File: config.mk
export PLATFORM = sky130hd
export DESIGN_NAME = bhl_bucket
export DESIGN_NICKNAME = d
export VERILOG_FILES = /design/src/rtl/core/bhl_pkg.sv /design/src/rtl/core/bhl_bucket.sv
export SDC_FILE = /design/constraint.sdc
export NUM_CORES = 2
export LEC_CHECK = 0
export BUFFER_PORTS_ARGS = -buffer_cell sky130_fd_sc_hd__buf_2
export CAP_MARGIN = 20
export CORE_AREA = 2 2 394 396
export DETAILED_ROUTE_END_ITERATION = 6
export DIE_AREA = 0 0 396 398
export GPL_TIMING_DRIVEN = 0
export PLACE_DENSITY_LB_ADDON = 0.08
export SYNTH_ARGS = -nofsm -noshare
export SYNTH_HDL_FRONTEND = slang
export SYNTH_SLANG_ARGS = --single-unit
export TNS_END_PERCENT = 30
File: constraint.sdc
create_clock -name vclk -period 24.8
set_input_delay 7.44 -clock vclk [all_inputs]
set_output_delay 7.44 -clock vclk [all_outputs]
set_load 0.02 [all_outputs]
File: src/rtl/core/bhl_pkg.sv
// Shared types and constants of the bucketed hash table.
// Request, response and bucket row layouts, the mix constants and command codes.
// No dependencies.
package bhl_pkg;

    localparam int DEF_LOG2_BUCKETS = 10;
    localparam int SLOTS            = 4;

    localparam logic [63:0] EMPTY_KEY = 64'hFFFF_FFFF_FFFF_FFFF;
    localparam logic [63:0] MIX_C1    = 64'hff51_afd7_ed55_8ccd;
    localparam logic [63:0] MIX_C2    = 64'hc4ce_b9fe_1a85_ec53;
    localparam logic [15:0] COUNT_MAX = 16'hFFFF;

    localparam logic       CMD_LOOKUP  = 1'b0;
    localparam logic       CMD_INSERT  = 1'b1;
    localparam logic [1:0] KIND_UPDATE = 2'd0;
    localparam logic [1:0] KIND_PLACED = 2'd1;
    localparam logic [1:0] KIND_EVICT  = 2'd2;

    typedef struct packed {
        logic        command;
        logic [63:0] key;
        logic [31:0] value;
    } t_req;

    typedef struct packed {
        logic        hit;
        logic [31:0] read_value;
        logic [1:0]  insert_kind;
    } t_resp;

    typedef struct packed {
        logic [63:0] key;
        logic [31:0] value;
        logic [15:0] count;
    } t_slot;

    typedef t_slot [SLOTS-1:0] t_row;

    localparam t_slot EMPTY_SLOT = '{key: EMPTY_KEY, value: 32'd0, count: 16'd0};
    localparam t_row  EMPTY_ROW  = {SLOTS{EMPTY_SLOT}};
    localparam int    ROW_W      = $bits(t_row);

    typedef struct packed {
        logic        hit;
        logic        place;
        logic [31:0] rd_value;
    } t_dec;

    typedef enum logic [2:0] {
        S_CLEAR,
        S_IDLE,
        S_HASH,
        S_READ,
        S_CHECK,
        S_RESP
    } t_state;

endpackage

File: src/rtl/core/bhl_bucket.sv
// Bucket decision logic: key match, free or cold slot choice, eviction choice.
// Builds the updated row; depends on bhl_pkg for row and decision types.
module bhl_bucket (
    input  bhl_pkg::t_row  i_row,
    input  logic [63:0]    i_key,
    input  logic [31:0]    i_value,
    input  logic           i_evict,
    output bhl_pkg::t_dec  o_dec,
    output bhl_pkg::t_row  o_row
);
    import bhl_pkg::*;

    logic        hit;
    logic [1:0]  mi;
    logic [1:0]  ci;
    logic [15:0] mf;
    logic        stop;
    logic [1:0]  ei;
    t_row        row;

    always_comb begin
        hit = 1'b0;
        mi  = 2'd0;
        for (int s = SLOTS - 1; s >= 0; s--) begin
            if (i_row[s].key == i_key) begin
                hit = 1'b1;
                mi  = 2'(s);
            end
        end

        ci   = 2'd0;
        mf   = i_row[0].count;
        stop = 1'b0;
        for (int j = 1; j < SLOTS; j++) begin
            if (!stop) begin
                if (i_row[j].key == EMPTY_KEY) begin
                    ci   = 2'(j);
                    mf   = 16'd0;
                    stop = 1'b1;
                end else if (i_row[j].count < mf) begin
                    ci = 2'(j);
                    mf = i_row[j].count;
                end
            end
        end

        ei = 2'd0;
        for (int j = 1; j < SLOTS; j++) begin
            if (i_row[j].count < i_row[ei].count) begin
                ei = 2'(j);
            end
        end

        row = i_row;
        if (i_evict) begin
            row[ei] = '{key: i_key, value: i_value, count: 16'd1};
        end else if (hit) begin
            row[mi].value = i_value;
            row[mi].count = (i_row[mi].count == COUNT_MAX) ? COUNT_MAX
                                                           : i_row[mi].count + 16'd1;
        end else begin
            row[ci] = '{key: i_key, value: i_value, count: 16'd1};
        end

        o_dec.hit      = hit;
        o_dec.place    = (mf < 16'd2);
        o_dec.rd_value = i_row[mi].value;
        o_row          = row;
    end

endmodule

==> metrics <==
critical path type in -> out; worst slew pin tran 1.15 ns; setup TNS 0 ns; die width 396 um; total gr overflow 0; gr usage total 20.4%; most frequent cell on the critical path ha_1; Hold Crit Class in -> out; Critical Path Start Type input pin; VDD IR-drop max 0.0160 mV; post-layout power 0.892 mW; endpoints failing setup 0; Seq. cell area 0 um2; antenna violations before repair 62; Inst Count DP 4729; fin util 13.7%; Netlist cell types 67; fin crit share 97.8%; count of pins over their slew limit 0; largest net degree at the start of global routing 17; CP max stage cell o21ai_0; footprint of the multi-input gates 0.0124 mm2; DR vias 19.2k; antenna-violating nets left 0; hold path cells 4; die footprint 0.158 mm2; Post-DP Area 0.0210 mm2; CP arrival 16.82 ns; synthesis-to-layout area growth 59.9%; Port Buffers 963; Flop pwr share 0%; DR iter-0 viols 1513; first-pass GRT wire length 214000 um; Clock Buffer Count 0; cells after synthesis 1698; Boundary Pins 1027; cell-internal power 0.305 mW; clock period minus worst slack 24.26 ns; CP peak stage delay 0.73 ns; core area 0.153 mm2; final std cell area, no fill 0.0211 mm2; number of fill cells 18.0k; routed vias/inst 4.04; vias in the first global route 19.7k; Synth top cells by count mux2_2 (395), xnor2_1 (197), nand2_1 (155); net switching share of the total power 65.9%; post-DR wirelength/cell 36.0 um; power per cell area 42.3 mW/mm2; Avg Cell Area, Syn 7.77 um2; Seq/Total Area, Yosys 0%; most numerous cell in the Yosys netlist mux2_2; NetSw 0.588 mW; Initial Utilization 8.60%; fraction of layout cells with a size suffix above 1 54.8%; Row Count 144; Final Hold Viols 0; seq_cells 0; MaxCap Viol Count 0; Hold EP o_dec[10]; # DRC 0; final WL 171000 um; crit end category output port; Slew HR 23.6%; synth top area cells mux2_2 (34%), xnor2_1 (13%), ha_1 (7.1%), nand4_1 (6.5%), nand2_1 (4.4%); leakage power 9.21 nW; die height 398 um; Syn Nets 2318; share of the synthesized area in the top cell type 33.7%; CP delay by family, top compound AO/OA/AOI/OAI gates; Hold Startpoint i_row[26]; area leader, netlist mux2_2; Pre-Repair DR Iteration Count 6; top achievable clock speed 0.0412 GHz; RSZ-0062 raised after global routing true; Final Instance Count excl. Fillers 4741; status finished clean; Final HPWL DP 151000 um; Buf/Inv on CP 7; CP max FO 10; Logic pwr share 100.0%; nets@finish 3307; power share of the clock group 0%; CP Data Required Time 17.36 ns; yosys warns 0; GP Congestion 0.906; Synth Cell Area 0.0132 mm2
[layer usage]
metal	vias up	part of all wire [%]	track usage (%)
met4	46	2.9	4.65
met3	199	4.8	3.15
met2	930	50	36.5
met5	-	0.15	0
li1	8395	-	-
met1	9588	42	25.5
[worst max-delay path by stage]
| stage | depth (start not counted) | startpoint | slack, ns | endpoint |
|---|---|---|---|---|
| finish | 32 | i_row[15] | 0.54 | o_row[375] |
| global placement | 35 | i_row[15] | -2.66 | o_row[440] |
| CTS | 34 | i_row[15] | 0.007 | o_row[370] |
| global route | 34 | i_row[15] | -0.03 | o_row[375] |
| floorplan | 34 | i_row[15] | 2.21 | o_row[17] |
| detailed placement | 35 | i_row[15] | -2.05 | o_row[428] |
[what timing repair did]
action | CTS | global route
pin swaps | 1 | 0
setup endpoints to repair | 448 | 370
hold buffers | 0 | 0
gates cloned | 0 | 0
resized for setup | 21 | 29
buffers inserted | 1 | 0
hold endpoints to repair | 0 | 0
[area by class of cell]
type | count | area share [%]
tap | 2044 | 12.1
antenna | 12 | 0.142
multi-input combinational | 1482 | 58.7
buffer | 149 | 3.15
inverter | 65 | 1.16
timing repair buffer | 989 | 24.7
[cell families (layout without fill, tap and decap cells)]
| kind of cell | after synthesis | in the layout | share of synthesized area (%) |
|---|---|---|---|
| other cells | 0 | 12 | 0 |
| buf+inv | 216 | 1203 | 6.51 |
| fa+ha+maj | 75 | 75 | 7.12 |
| compound gates | 258 | 258 | 14.7 |
| xor+xnor | 262 | 262 | 17.4 |
| mux | 403 | 403 | 34.3 |
| simple gates | 484 | 484 | 19.9 |
[cell usage in the layout (no fill, tap or decap), types with 8 or more instances in the layout]
cell type    n
nand4_1    137
ha_1        75
o21ai_0     46
nor3_1      12
a22o_1      31
a222oi_1    41
o211ai_1    10
nor2b_1     18
nand3_1     16
mux2_2     395
nand2_1    154
xor2_1      65
inv_1       65
clkbuf_2    18
buf_1        9
o21a_1       8
buf_2      998
and2_1       9
and3_1       9
or4_1        8
a21o_1      21
buf_8       21
clkbuf_1    80
nor2_1      28
diode_2     12
xnor2_1    197
nor4_1      52
a21oi_1     31
[power groups by stage]
| stage | Sequential [mW] | Combinational, mW | Clock (mW) |
|---|---|---|---|
| CTS | 0 | 0.901 | 0 |
| floorplan | 0 | 0.459 | 0 |
| detailed placement | 0 | 0.894 | 0 |
| finish | 0 | 0.892 | 0.0000000567 |
| global placement | 0 | 0.886 | 0 |
| global route | 0 | 0.932 | 0.0000000378 |
[per-stage QoR]
step                hold WS (ns)  setup slack [ns]
finish                     15.21             0.535
global route               15.23           -0.0318
CTS                        15.21           0.00673
detailed placement         15.21             -2.05
global placement           15.21             -2.66
floorplan                  15.04              2.21
Note: power is estimated with default switching activity, not from simulation.
