--- src/rtl/core/bhl_pkg.sv ---
// Shared types and constants of the bucketed hash table.
// Request, response and bucket row layouts, the mix constants and command codes.
// No dependencies.
package bhl_pkg;

    localparam int DEF_LOG2_BUCKETS = 10;
    localparam int SLOTS            = 4;

    localparam logic [63:0] EMPTY_KEY = 64'hFFFF_FFFF_FFFF_FFFF;
    localparam logic [63:0] MIX_C1    = 64'hff51_afd7_ed55_8ccd;
    localparam logic [63:0] MIX_C2    = 64'hc4ce_b9fe_1a85_ec53;
    localparam logic [15:0] COUNT_MAX = 16'hFFFF;

    localparam logic       CMD_LOOKUP  = 1'b0;
    localparam logic       CMD_INSERT  = 1'b1;
    localparam logic [1:0] KIND_UPDATE = 2'd0;
    localparam logic [1:0] KIND_PLACED = 2'd1;
    localparam logic [1:0] KIND_EVICT  = 2'd2;

    typedef struct packed {
        logic        command;
        logic [63:0] key;
        logic [31:0] value;
    } t_req;

    typedef struct packed {
        logic        hit;
        logic [31:0] read_value;
        logic [1:0]  insert_kind;
    } t_resp;

    typedef struct packed {
        logic [63:0] key;
        logic [31:0] value;
        logic [15:0] count;
    } t_slot;

    typedef t_slot [SLOTS-1:0] t_row;

    localparam t_slot EMPTY_SLOT = '{key: EMPTY_KEY, value: 32'd0, count: 16'd0};
    localparam t_row  EMPTY_ROW  = {SLOTS{EMPTY_SLOT}};
    localparam int    ROW_W      = $bits(t_row);

    typedef struct packed {
        logic        hit;
        logic        place;
        logic [31:0] rd_value;
    } t_dec;

    typedef enum logic [2:0] {
        S_CLEAR,
        S_IDLE,
        S_HASH,
        S_READ,
        S_CHECK,
        S_RESP
    } t_state;

endpackage

--- src/rtl/core/bhl_hash.sv ---
// Sequential 64-bit finalizer mix on one shared 32x32 multiplier.
// Eight steps per key; depends on bhl_pkg for the mix constants.
module bhl_hash (
    input  logic        i_clk,
    input  logic        i_rst_n,
    input  logic        i_start,
    input  logic [63:0] i_key,
    output logic        o_done,
    output logic [63:0] o_hash
);
    import bhl_pkg::*;

    logic [63:0] r_v, n_v;
    logic [63:0] r_acc, n_acc;
    logic [2:0]  r_step, n_step;
    logic        r_busy, n_busy;
    logic        r_done, n_done;
    logic [63:0] mul_c;
    logic [31:0] mul_a;
    logic [31:0] mul_b;
    logic [63:0] mul_p;

    always_comb begin
        mul_c = r_step[2] ? MIX_C2 : MIX_C1;
        case (r_step[1:0])
            2'd0: begin
                mul_a = r_v[31:0];
                mul_b = mul_c[31:0];
            end
            2'd1: begin
                mul_a = r_v[31:0];
                mul_b = mul_c[63:32];
            end
            default: begin
                mul_a = r_v[63:32];
                mul_b = mul_c[31:0];
            end
        endcase
        mul_p = {32'd0, mul_a} * {32'd0, mul_b};
    end

    always_comb begin
        n_v    = r_v;
        n_acc  = r_acc;
        n_step = r_step;
        n_busy = r_busy;
        n_done = 1'b0;
        if (i_start) begin
            n_v    = i_key ^ (i_key >> 33);
            n_step = 3'd0;
            n_busy = 1'b1;
        end else if (r_busy) begin
            case (r_step[1:0])
                2'd0:    n_acc = mul_p;
                2'd3:    n_v   = r_acc ^ (r_acc >> 33);
                default: n_acc = {r_acc[63:32] + mul_p[31:0], r_acc[31:0]};
            endcase
            n_step = r_step + 3'd1;
            if (r_step == 3'd7) begin
                n_busy = 1'b0;
                n_done = 1'b1;
            end
        end
    end

    always_ff @(posedge i_clk) begin
        if (!i_rst_n) begin
            r_step <= 3'd0;
            r_busy <= 1'b0;
            r_done <= 1'b0;
        end else begin
            r_step <= n_step;
            r_busy <= n_busy;
            r_done <= n_done;
        end
    end

    always_ff @(posedge i_clk) begin
        r_v   <= n_v;
        r_acc <= n_acc;
    end

    assign o_done = r_done;
    assign o_hash = r_v;

endmodule

--- config.mk ---
export PLATFORM = sky130hd
export DESIGN_NAME = bhl_hash
export DESIGN_NICKNAME = d
export VERILOG_FILES = /design/src/rtl/core/bhl_pkg.sv /design/src/rtl/core/bhl_hash.sv
export SDC_FILE = /design/constraint.sdc
export NUM_CORES = 2
export LEC_CHECK = 0
export ABC_AREA = 1
export BUFFER_PORTS_ARGS = -buffer_cell sky130_fd_sc_hd__buf_4
export CAP_MARGIN = 20
export CORE_MARGIN = 5
export CORE_UTILIZATION = 51
export DETAILED_ROUTE_END_ITERATION = 10
export PLACE_DENSITY = 0.68
export SLEW_MARGIN = 0
export SYNTH_ARGS = -nofsm -noshare
export SYNTH_HDL_FRONTEND = slang
export SYNTH_SLANG_ARGS = --single-unit
--- constraint.sdc ---
create_clock -name i_clk -period 20.4 [get_ports i_clk]
set_clock_uncertainty 0.2 [all_clocks]
set_input_delay 2.04 -clock i_clk [delete_from_list [all_inputs] [get_ports i_clk]]
set_output_delay 2.04 -clock i_clk [all_outputs]
set_load 0.01 [all_outputs]
==> results by group <==
Setup path
  – CP Launch Point: r_step[1]
  – R2R Path End: r_acc[58]
  – CP Capture Point: r_acc[58]
  – Critical path arrival: 11.42 ns
  – Reg2reg start: r_step[1]
  – Critical Path RT: 20.38 ns
  – Worst Path Max Fanout: 46
  – Worst r2r path cells: 42
  – Crit path largest cell delay: 0.83 ns
  – R2R setup slack: 8.96 ns
  – Worst path most repeated cell: inv_1
  – Worst Setup End Kind: flip-flop
  – Worst setup SP type: flip-flop
  – Slowest CP cell: ha_1
  – Crit Path Class: reg2reg

Yosys
  – Syn. warnings: 0
  – Leading area contributor after synthesis: fa_1
  – Netlist cell types: 47
  – Number of flops mapped to enable cells by yosys: 128
  – Synthesized area per cell: 8.83 sq um
  – Top cell type's share of synthesized area: 0.448
  – Netlist Area Pre-Place: 0.0385 sq mm
  – Syn_nets: 5631
  – Commonest cells in the synthesized netlist: inv_1, fa_1, nand2_1, nor2_1, ha_1
  – Cells after synthesis: 4368
  – Yosys reg bits: 133
  – Share of the yosys chip area belonging to registers: 0.102
  – Most numerous cell in the Yosys netlist: inv_1
  – Ys async rst share: 0
  – Most frequently used flop master after synthesis: edfxtp_1
  – Largest cells by area after synthesis: fa_1, inv_1, ha_1

STA
  – RSZ-0062 raised after global routing: no
  – Slew @ Worst Pin: 1.12 ns
  – Max Clock Freq: 87.4 MHz
  – Setup TNS: 0 ns
  – Setup Viol. Count Final: 0
  – Final Cycle Share: 0.561
  – Crit path time final: 11.44 ns
  – Endpoints failing hold: 0
  – Relative slew slack: 0.252
  – Slew Viols, Final: 0

Die
  – Row count: 100
  – Die width: 285 um
  – Die Span Y: 285 um
  – Initial Util: 0.516
  – Ports: 132
  – Core Area: 0.0747 sq mm
  – Die ar.: 0.0812 sq mm

Clock network
  – TritonCTS clock tree: yes
  – Clk_lat worst skew: 0.44 ns
  – Clk sink count: 133
  – Max Root-Sink Buffers: 2
  – Clock H-tree levels: 4
  – Count of cells resized by post-cts repair: 0
  – CTS Buf Count: 17
  – Post-CTS Setup Inserts: 0
  – Root Buffer: clkbuf_16
  – CTS clk-pin slew, worst paths: 0.06 ns
  – Hold_buf cts: 0

Place
  – Hpwl dp: 125 mm
  – I/O Buffers: 131
  – RD Place Congestion: 1.03

Cells and area
  – Layout area overhead: 6.97%
  – Fin nets: 5739
  – Share of cells above drive strength 1: 0.0740
  – Fillers: 7070

Global route
  – Global Route met3 Usage: 0.0728
  – First-pass GRT wire length: 208 mm
  – GRT busiest layer: met2
  – Gr ovfl total: 0
  – Largest net degree at the start of global routing: 76
  – Vias in the first global route: 30.9k
  – Met1 Track Usage GR: 0.501
  – Global Route Usage Sum: 0.351
  – Met2 Usage GRT: 0.537
  – Initial antenna violation count: 2

Detailed routing
  – Routed Antenna Nets: 0
  – DRC viols: 0
  – Initial drt markers: 3319
  – Detailed Route WL: 140 mm
  – Drt first pass iters: 6
  – Via density: 5.48
  – DR vias: 29.9k
  – Wire per inst: 25.7 um

Run
  – Max Cap Viol: 0

Min path
  – Worst hold path class: reg2reg

Status
  – Status: finished, final reports clean
cells by family (layout without fill, tap and decap cells):
kind of cell / after synthesis / in the layout / share of synthesized area
other cells: 1 / 2 / 0.0000973
compound gates: 346 / 346 / 0.0527
xor+xnor: 98 / 98 / 0.0223
buf+inv: 1286 / 1407 / 0.127
fa+ha+maj: 1196 / 1196 / 0.556
simple gates: 1308 / 1308 / 0.139
flops: 133 / 133 / 0.102
area by class of cell:
class | instances | area, sq um | share of cell area
timing repair buffer | 167 | 1260 | 0.0305
sequential | 133 | 3940 | 0.0956
tap | 969 | 1210 | 0.0294
antenna | 1 | 2.50 | 0.0000607
clock inverter | 15 | 143 | 0.00346
multi-input combinational | 2949 | 29700 | 0.721
inverter | 1208 | 4530 | 0.110
clock buffer | 17 | 425 | 0.0103
state kept, by name, summed over array words and instances (netlist names):
signal	cells
o_hash	64
r_busy	1
r_acc	64
o_done	1
r_step	3
per-layer routing:
metal	routed length, um	vias to the layer above	share of wire
li1	-	13100	-
met1	57900	15000	0.41
met2	62600	1569	0.45
met3	13300	274	0.095
met4	6640	2	0.047
met5	17	-	0.00012
critical path, delay by kind of cell, from the launching register on:
kind	cells	cell delay, ns
adders and majority gates	11	5.59
xor gates and xnor gates	1	0.34
and+or+nand+nor	14	2.45
buffers and inverters	14	1.96
AOI/OAI and AO/OA	2	0.24
DFF	1	0.31
how the worst min path moves through the flow:
| stage | from | depth (start not counted) | slack [ns] | endpoint |
|---|---|---|---|---|
| global route | r_busy | 2 | 0.34 | r_step[0] |
| global placement | r_busy | 2 | 0.30 | r_busy |
| detailed placement | r_busy | 2 | 0.30 | r_step[0] |
| floorplan | r_busy | 2 | 0.27 | r_step[0] |
| finish | r_acc[31] | 2 | 0.33 | o_hash[31] |
| CTS | r_busy | 2 | 0.32 | r_step[0] |
stage by stage:
step           cells   util  hold WS, ns  cell area [sq um]  worst slack, ns
4_1_cts         5457  0.552        0.320              41200             9.12
6_report        5459  0.552        0.326              41200             8.96
2_1_floorplan   4368      -        0.270              38500            11.36
3_3_place_gp    5425  0.544        0.304              40700             9.23
3_5_place_dp    5425  0.544        0.302              40700             9.19
5_1_grt         5458  0.552        0.339              41200             8.41
placed cells by master (no fill, tap or decap), types with 17 or more instances in the layout:
cell type / synthesis / routed
inv_1: 1169 / 1169
fa_1: 862 / 862
nand2_1: 618 / 617
nor2_1: 479 / 478
ha_1: 334 / 332
buf_4: 11 / 166
a21oi_1: 146 / 146
edfxtp_1: 128 / 128
o21ai_0: 110 / 107
nand3_1: 102 / 102
xor2_1: 54 / 54
xnor2_1: 44 / 44
inv_2: 36 / 36
o21ai_1: 21 / 23
or2_2: 19 / 19
nor3_1: 19 / 18
o21ai_2: 16 / 17
clkbuf_16: 0 / 17
Power is left out: the tool's default activity adds up to more than one toggle a clock period on the data nets, which glitch-free logic cannot reach.
