$ cat src/rtl/core/bhl_ram.sv
// Generic single-write, single-read synchronous RAM with registered read data.
// No dependencies.
module bhl_ram #(
    parameter int WIDTH = 8,
    parameter int DEPTH = 16
) (
    input  logic                     i_clk,
    input  logic                     i_we,
    input  logic [$clog2(DEPTH)-1:0] i_waddr,
    input  logic [WIDTH-1:0]         i_wdata,
    input  logic                     i_re,
    input  logic [$clog2(DEPTH)-1:0] i_raddr,
    output logic [WIDTH-1:0]         o_rdata
);

    logic [WIDTH-1:0] r_mem [DEPTH];
    logic [WIDTH-1:0] r_rdata;

    always_ff @(posedge i_clk) begin
        if (i_we) begin
            r_mem[i_waddr] <= i_wdata;
        end
        if (i_re) begin
            r_rdata <= r_mem[i_raddr];
        end
    end

    assign o_rdata = r_rdata;

endmodule

$ cat config.mk
export PLATFORM = sky130hd
export DESIGN_NAME = bhl_ram
export DESIGN_NICKNAME = d
export VERILOG_FILES = /design/src/rtl/core/bhl_ram.sv
export SDC_FILE = /design/constraint.sdc
export NUM_CORES = 1
export LEC_CHECK = 0
export BUFFER_PORTS_ARGS = -buffer_cell sky130_fd_sc_hd__clkbuf_2
export CAP_MARGIN = 20
export CORE_MARGIN = 10
export CORE_UTILIZATION = 40
export DETAILED_ROUTE_END_ITERATION = 16
export GPL_ROUTABILITY_DRIVEN = 0
export SLEW_MARGIN = 25
export SYNTH_ARGS = -nofsm -noshare
export SYNTH_HDL_FRONTEND = slang
export SYNTH_SLANG_ARGS = --single-unit
$ cat constraint.sdc
create_clock -name i_clk -period 3.95 [get_ports i_clk]
set_input_delay 1.185 -clock i_clk [delete_from_list [all_inputs] [get_ports i_clk]]
set_output_delay 1.185 -clock i_clk [all_outputs]
set_load 0.1 [all_outputs]
==> results.md, run 1 <==
* Data required, critical path at slightly above 4 ns
* Nets at approximately 290
* Clock slew at reported path FFs at roughly 0.060 ns
* CTS Sinks at around 140
* DRC viols at 0
* Slew margin rel. at between 30% and 40%
* Hold wc startpoint: r_mem[14][5]
* Num CTS Buffers at 17
* Synth Cell Area at 5230 um^2
* Max Freq at between 0.3 and 0.4 GHz
* Status: finished, final reports clean
* Yosys reg bits at 136
* Slowest CP cell: mux4_1
* Crit path kind: in -> reg
* Final Core Density at 48.4%
* Number of setup buffers added after CTS at 0
* Sequential area share after synthesis at 78.1%
* Largest family of logic cells by synthesized area: multiplexers
* Simple-gate share of the synthesized area at about 3.1%
* Number of port buffers at 26
* Initial Util at around two fifths
* Pwr Density at roughly 550 nW/um^2
* CTS resizes at 0
* Synth area leader: edfxtp_1
* Post-synthesis compound-gate area fraction at approximately 2.3%
* Crit path launch: i_raddr[0]
* Syn_nets at about 250
* Critical Path Max Stage Delay at 0.58 ns
* Adder-Cell Fraction of Synth Area at 0%
* Sequential share of power at around 48%
* Worst path cell trace: clkbuf_2, buf_4, mux4_1, a22oi_1, nand2_1
* DIE AREA at between 15000 and 20000 um^2
* Final period util at roughly 69%
* Multiplexer share of the synthesized area at roughly 15%
* RSZ-0062 raised after global routing: false
* Synthesized area per cell at approximately 23 um^2
* Area contributors post-synth: edfxtp_1 78%, mux4_2 7.8%, mux4_1 7.0%
* Commonest non-fill, non-tap cell in the layout: edfxtp_1
* Total number of vias at about 2400
* Initial antenna violation count at 0
* Total grt overflow at 0
* Worst vdd rail ir drop at 0.260 mV
* Largest net degree at the start of global routing at 30
* Post-synth top area share at 78.1%
* TNS Setup at 0 ns
* Switch share at between 20% and 30%
* Ant. Diodes at 0
* Wire length per cell at ~23 um
* Post-synth cell types at 18
* HP Class: reg -> reg
* GRT Util Overall at between 10% and 20%
* Xor and xnor area share after synthesis at 0%
* FF/Latch Area at a little over 4000 um^2
* Wire length of the first global-routing pass at about 16 mm
* CTS root buffer: clkbuf_16
* CTS tree: built
* Clock power share at 46.0%
* Filler cells at around 1100
* Via count of the first global-routing pass at ~2600
* CTS Buffer Depth at 2
* CP Max Fanout at 17
* Crit end category: flop
* CP arrival at around 2.9 ns
* Most frequent cells in the layout: 136 x edfxtp_1, 26 x clkbuf_2, 18 x mux4_2
* Multi-input gate area at 1060 um^2
* # hold bufs at CTS at 0
* Logic pwr share at approximately 5.7%
* HPWL after DPL at around 6.4 mm
* Share of cells above drive strength 1 at 30.6%
* Final Critical Period at between 2 and 3 ns
* H-tree depth at 4
* Yosys Warn Count at 0
* Final setup fails at 0
* TritonRoute pass-1 iters at 5
* Final Hold Fails at 0
* Net switching power at 763 uW
* Int Pwr at ~2600 uW
* Post-route ant nets at 0
* Synthesized instance count at 229
* Slew @ Worst Pin at approximately 0.97 ns
* Vert. Die Dim at 134 um
* Worst r2r src: r_mem[7][4]
* Core Footprint at ~13000 um^2
* Final Max Slew Viols at 0
* Leak Pwr at approximately 0.002 uW
* # rows at 41
* Clock Skew at 0.00903 ns
* Area delta synth->final at 17.8%
* Startpoint Class: input port
* Initial DRC Count at 220
* Drt via density at approximately 5.3
* Max-cap violation count at 0
* # IOs at 27
* Final WL at 10.5 mm
* Clk Latency, worst-skew pair at 0.42 ns
* Chip width at roughly 130 um
[Yosys cell counts]
| master | number |
|---|---|
| mux4_2 | 18 |
| nand2_1 | 9 |
| or3b_2 | 1 |
| buf_4 | 1 |
| a22oi_1 | 16 |
| buf_2 | 3 |
| nor2b_1 | 1 |
| nor3_1 | 4 |
| nand3_1 | 1 |
| clkdlybuf4s25_2 | 3 |
| buf_6 | 3 |
| and2_1 | 1 |
| edfxtp_1 | 136 |
| nand2b_1 | 2 |
| and2b_1 | 1 |
| nor2_1 | 13 |
| nand3b_1 | 2 |
| mux4_1 | 14 |
[routing by layer]
metal	track usage, %	up-vias	share of wire [%]	routed length, um
li1	-	1076	-	-
met1	15.5	1272	44	4660
met2	18.8	74	49	5190
met3	3.73	11	5.5	581
met4	5.93	0	1.1	116
met5	0	-	0	0
[registers in the layout (all words and copies together), names as in the netlist]
| name | cells |
|---|---|
| r_mem | 128 |
| o_rdata | 8 |
[power groups by stage]
| stage | logic, uW | registers (uW) | clock network [uW] |
|---|---|---|---|
| after floorplan | 82.1 | 1710 | 0 |
| final | 193 | 1640 | 1560 |
| after detailed placement | 196 | 1670 | 0 |
| after global placement | 194 | 1660 | 0 |
| after CTS | 197 | 1640 | 1580 |
| after global routing | 208 | 1640 | 1640 |
[final timing paths]
kind / endpoint / slack (ns) / cells past startpoint
setup reg to reg: o_rdata[4] / 2.43 / 3
hold reg to reg: o_rdata[5] / 0.74 / 3
setup / recovery: o_rdata[1] / 1.24 / 5
hold / removal: o_rdata[5] / 0.74 / 3
[per-stage QoR]
stage / instance area [um^2] / worst slack [ns] / cells / hold slack [ns] / total power, uW
after global placement: 5570 / 0.792 / 428 / 0.727 / 1860
after global routing: 6160 / 1.07 / 460 / 0.777 / 3490
final: 6160 / 1.24 / 460 / 0.744 / 3390
after CTS: 6160 / 1.21 / 460 / 0.751 / 3410
after floorplan: 5230 / 1.27 / 229 / 0.705 / 1800
after detailed placement: 5570 / 0.784 / 428 / 0.731 / 1860
[cells by family after synthesis]
| group | count (synthesis) |
|---|---|
| flip-flops | 136 |
| AND/OR/NAND/NOR | 35 |
| buffers and inverters | 10 |
| multiplexers | 32 |
| AO/OA/AOI/OAI | 16 |
[area by class of cell]
cell class | instances | area share (%)
sequential | 136 | 66.3
multi-input combinational | 83 | 17.2
clock buffer | 17 | 6.91
tap | 172 | 3.49
timing repair buffer | 37 | 3.45
clock inverter | 15 | 2.68
[critical path: cells and delay by family]
kind            cells  cell delay [ns]
compound gates      1             0.22
buf+inv             2             0.79
mux                 1             0.58
simple gates        1             0.09
Note: power is estimated with default switching activity, not from simulation.
==> run 2, diff against run 1 <==
--- a/config.mk
+++ b/config.mk
@@ -5,6 +5,7 @@
 export SDC_FILE = /design/constraint.sdc
 export NUM_CORES = 1
 export LEC_CHECK = 0
+export ABC_AREA = 1
 export BUFFER_PORTS_ARGS = -buffer_cell sky130_fd_sc_hd__clkbuf_2
 export CAP_MARGIN = 20
 export CORE_MARGIN = 10
==> constraint.sdc (replaced) <==
create_clock -name i_clk -period 2.6 [get_ports i_clk]
set_input_delay 0.78 -clock i_clk [delete_from_list [all_inputs] [get_ports i_clk]]
set_output_delay 0.78 -clock i_clk [all_outputs]
set_load 0.1 [all_outputs]
==> run 2 against run 1 <==
Net effect: first-iteration DRC count increased by 90%; combinational power grew 91%; die area rose by 10%; sequential share of layout area decreased by 6.2 points.
==> results.md, run 2 <==
* Slew @ Worst Pin at around 0.76 ns
* Final Critical Period at 2.05 ns
* Critical Path Max Stage Delay at 0.47 ns
* Yosys reg bits at about 140
* Biggest register: r_mem
* Hold Crit Endpoint: o_rdata[2]
* # hold bufs at CTS at 0
* CP arrival at roughly 1.3 ns
* Synthesized area per cell at 10.6 um^2
* Chip width at between 100 and 150 um
* Via count of the first global-routing pass at approximately 3700
* Wire length per cell at roughly 17 um
* Crit path launch: o_rdata[2]
* Worst r2r src: r_mem[13][6]
* Worst r2r dst: o_rdata[6]
* CTS tree: built
* TNS Setup at 0 ns
* Final Hold Fails at 0
* Clock slew at reported path FFs at about 0.050 ns
* CTS root buffer: clkbuf_16
* Ant. Diodes at 0
* DIE AREA at between 15000 and 20000 um^2
* Nets at approximately 610
* R2R Setup Slk at about 1.4 ns
* Number of setup buffers added after CTS at 0
* Post-synth EDFFs at 136
* Post-route ant nets at 0
* Final WL at between 10 and 15 mm
* Initial DRC Count at approximately 420
* Crit path buffers/inverters at 1
* Leak Pwr at ~0.0029 uW
* GRT Util Overall at between 10% and 20%
* Max Freq at between 0.4 and 0.5 GHz
* Most used flip-flop cell after synthesis: edfxtp_1
* Worst path cell trace: clkbuf_2
* Pwr Density at approximately 800 nW/um^2
* Slowest CP cell: clkbuf_2
* CTS Sinks at 136
* H-tree depth at 4
* Number of port buffers at 26
* Data required, critical path at about 1.8 ns
* CTS Buffer Depth at 2
* Final period util at around four fifths
* Total Power at 5280 uW
* Area contributors post-synth: edfxtp_1 70%, nand2_1 11%, nand3_1 8.3%
* Startpoint Class: flop
* Reg2Reg Depth at 6
* Area delta synth->final at 16.2%
* HP Class: reg -> reg
* Ys async rst share at 0%
* Num CTS Buffers at 17
* Post-synth cell types at 11
* Initial antenna violation count at 0
* Synthesized instance count at about 550
* # IOs at 27
* Syn_nets at between 500 and 600
* Sequential area share after synthesis at 69.8%
* Clk Latency, worst-skew pair at between 0.4 and 0.5 ns
* Yosys Warn Count at 0
* DRC viols at 0
* Drt via density at slightly below 5
* Total grt overflow at 0
* Hold-critical path depth at 6
* Commonest non-fill, non-tap cell in the layout: nand2_1
* Post-synth top area share at between 60% and 70%
* Final setup fails at 0
* Clock Skew at about 0.006 ns
* TritonRoute pass-1 iters at 5
* Vert. Die Dim at 141 um
* Synth Cell Area at ~6000 um^2
* Synth area leader: edfxtp_1
* CTS resizes at 0
* Core Footprint at 14400 um^2
* Cell with the most instances after synthesis: nand2_1
* Initial Util at between 40% and 50%
* CP Max Fanout at 1
* Delay-heaviest family, CP: buffers and inverters
* Total number of vias at ~3800
* # rows at 44
* Max-cap violation count at 0
* RSZ-0062 raised after global routing: false
* Hold wc startpoint: r_mem[15][2]
* Status: finished, final reports clean
* Max reg flops at between 100 and 150
* Synth top cells by count: 173 x nand2_1, 136 x edfxtp_1, 100 x inv_1
* Crit end category: primary output
* Most frequent cells in the layout: 173 x nand2_1, 136 x edfxtp_1, 100 x inv_1
* Share of cells above drive strength 1 at between 10% and 20%
* Largest net degree at the start of global routing at between 60 and 70
* Wire length of the first global-routing pass at 20.6 mm
* Slew margin rel. at approximately half
* Crit path kind: reg -> out
* Worst vdd rail ir drop at between 0.4 and 0.5 mV
* Final Max Slew Viols at 0
* HPWL after DPL at approximately 8.2 mm
==> run 2: worst max path at each step <==
stage | end | slack, ns | cells after the start
final | o_rdata[2] | 0.55 | 1
after global placement | o_rdata[1] | 0.45 | 8
after detailed placement | o_rdata[0] | 0.42 | 8
after global routing | o_rdata[2] | 0.52 | 1
after CTS | o_rdata[2] | 0.54 | 1
after floorplan | r_mem[10][0] | 0.87 | 2
==> run 2: report_power, final <==
part	internal (uW)	total (uW)	switching, uW	leakage (uW)
clock	1590	2420	833	0.000291
combinational	85.5	368	283	0.00140
sequential	2470	2490	14.2	0.00124
total	4150	5280	1130	0.00293
==> run 2: logic make-up after synthesis <==
| logic type | count (synthesis) | synth area share (%) |
|---|---|---|
| and+or+nand+nor | 289 | 20.8 |
| DFF | 136 | 69.8 |
| buffers and inverters | 126 | 9.39 |
==> run 2: area by class of cell <==
type                       count  area, um^2
clock buffer                  22         444
clock inverter                10         151
fill                        1323        7630
inverter                     102         383
multi-input combinational    289        1210
sequential                   136        4080
tap                          184         230
timing repair buffer          44         290
==> run 2: routing by layer <==
metal	GRT usage, %	part of all wire (%)	vias to the layer above
met3	3.29	5.8	20
met2	21.3	47	130
met5	0	0	-
met4	5.65	1.8	0
li1	-	-	1854
met1	17.3	45	1810
==> run 2: metrics by stage <==
stage / worst slack (ns) / cell area [um^2] / hold WS [ns] / utilization, % / cells
2_1_floorplan: 0.869 / 5850 / 0.683 / - / 551
3_3_place_gp: 0.448 / 6200 / 0.748 / 43.0 / 755
3_5_place_dp: 0.415 / 6200 / 0.751 / 43.0 / 755
4_1_cts: 0.540 / 6800 / 0.763 / 47.1 / 787
5_1_grt: 0.522 / 6800 / 0.780 / 47.1 / 787
6_report: 0.554 / 6800 / 0.758 / 47.1 / 787
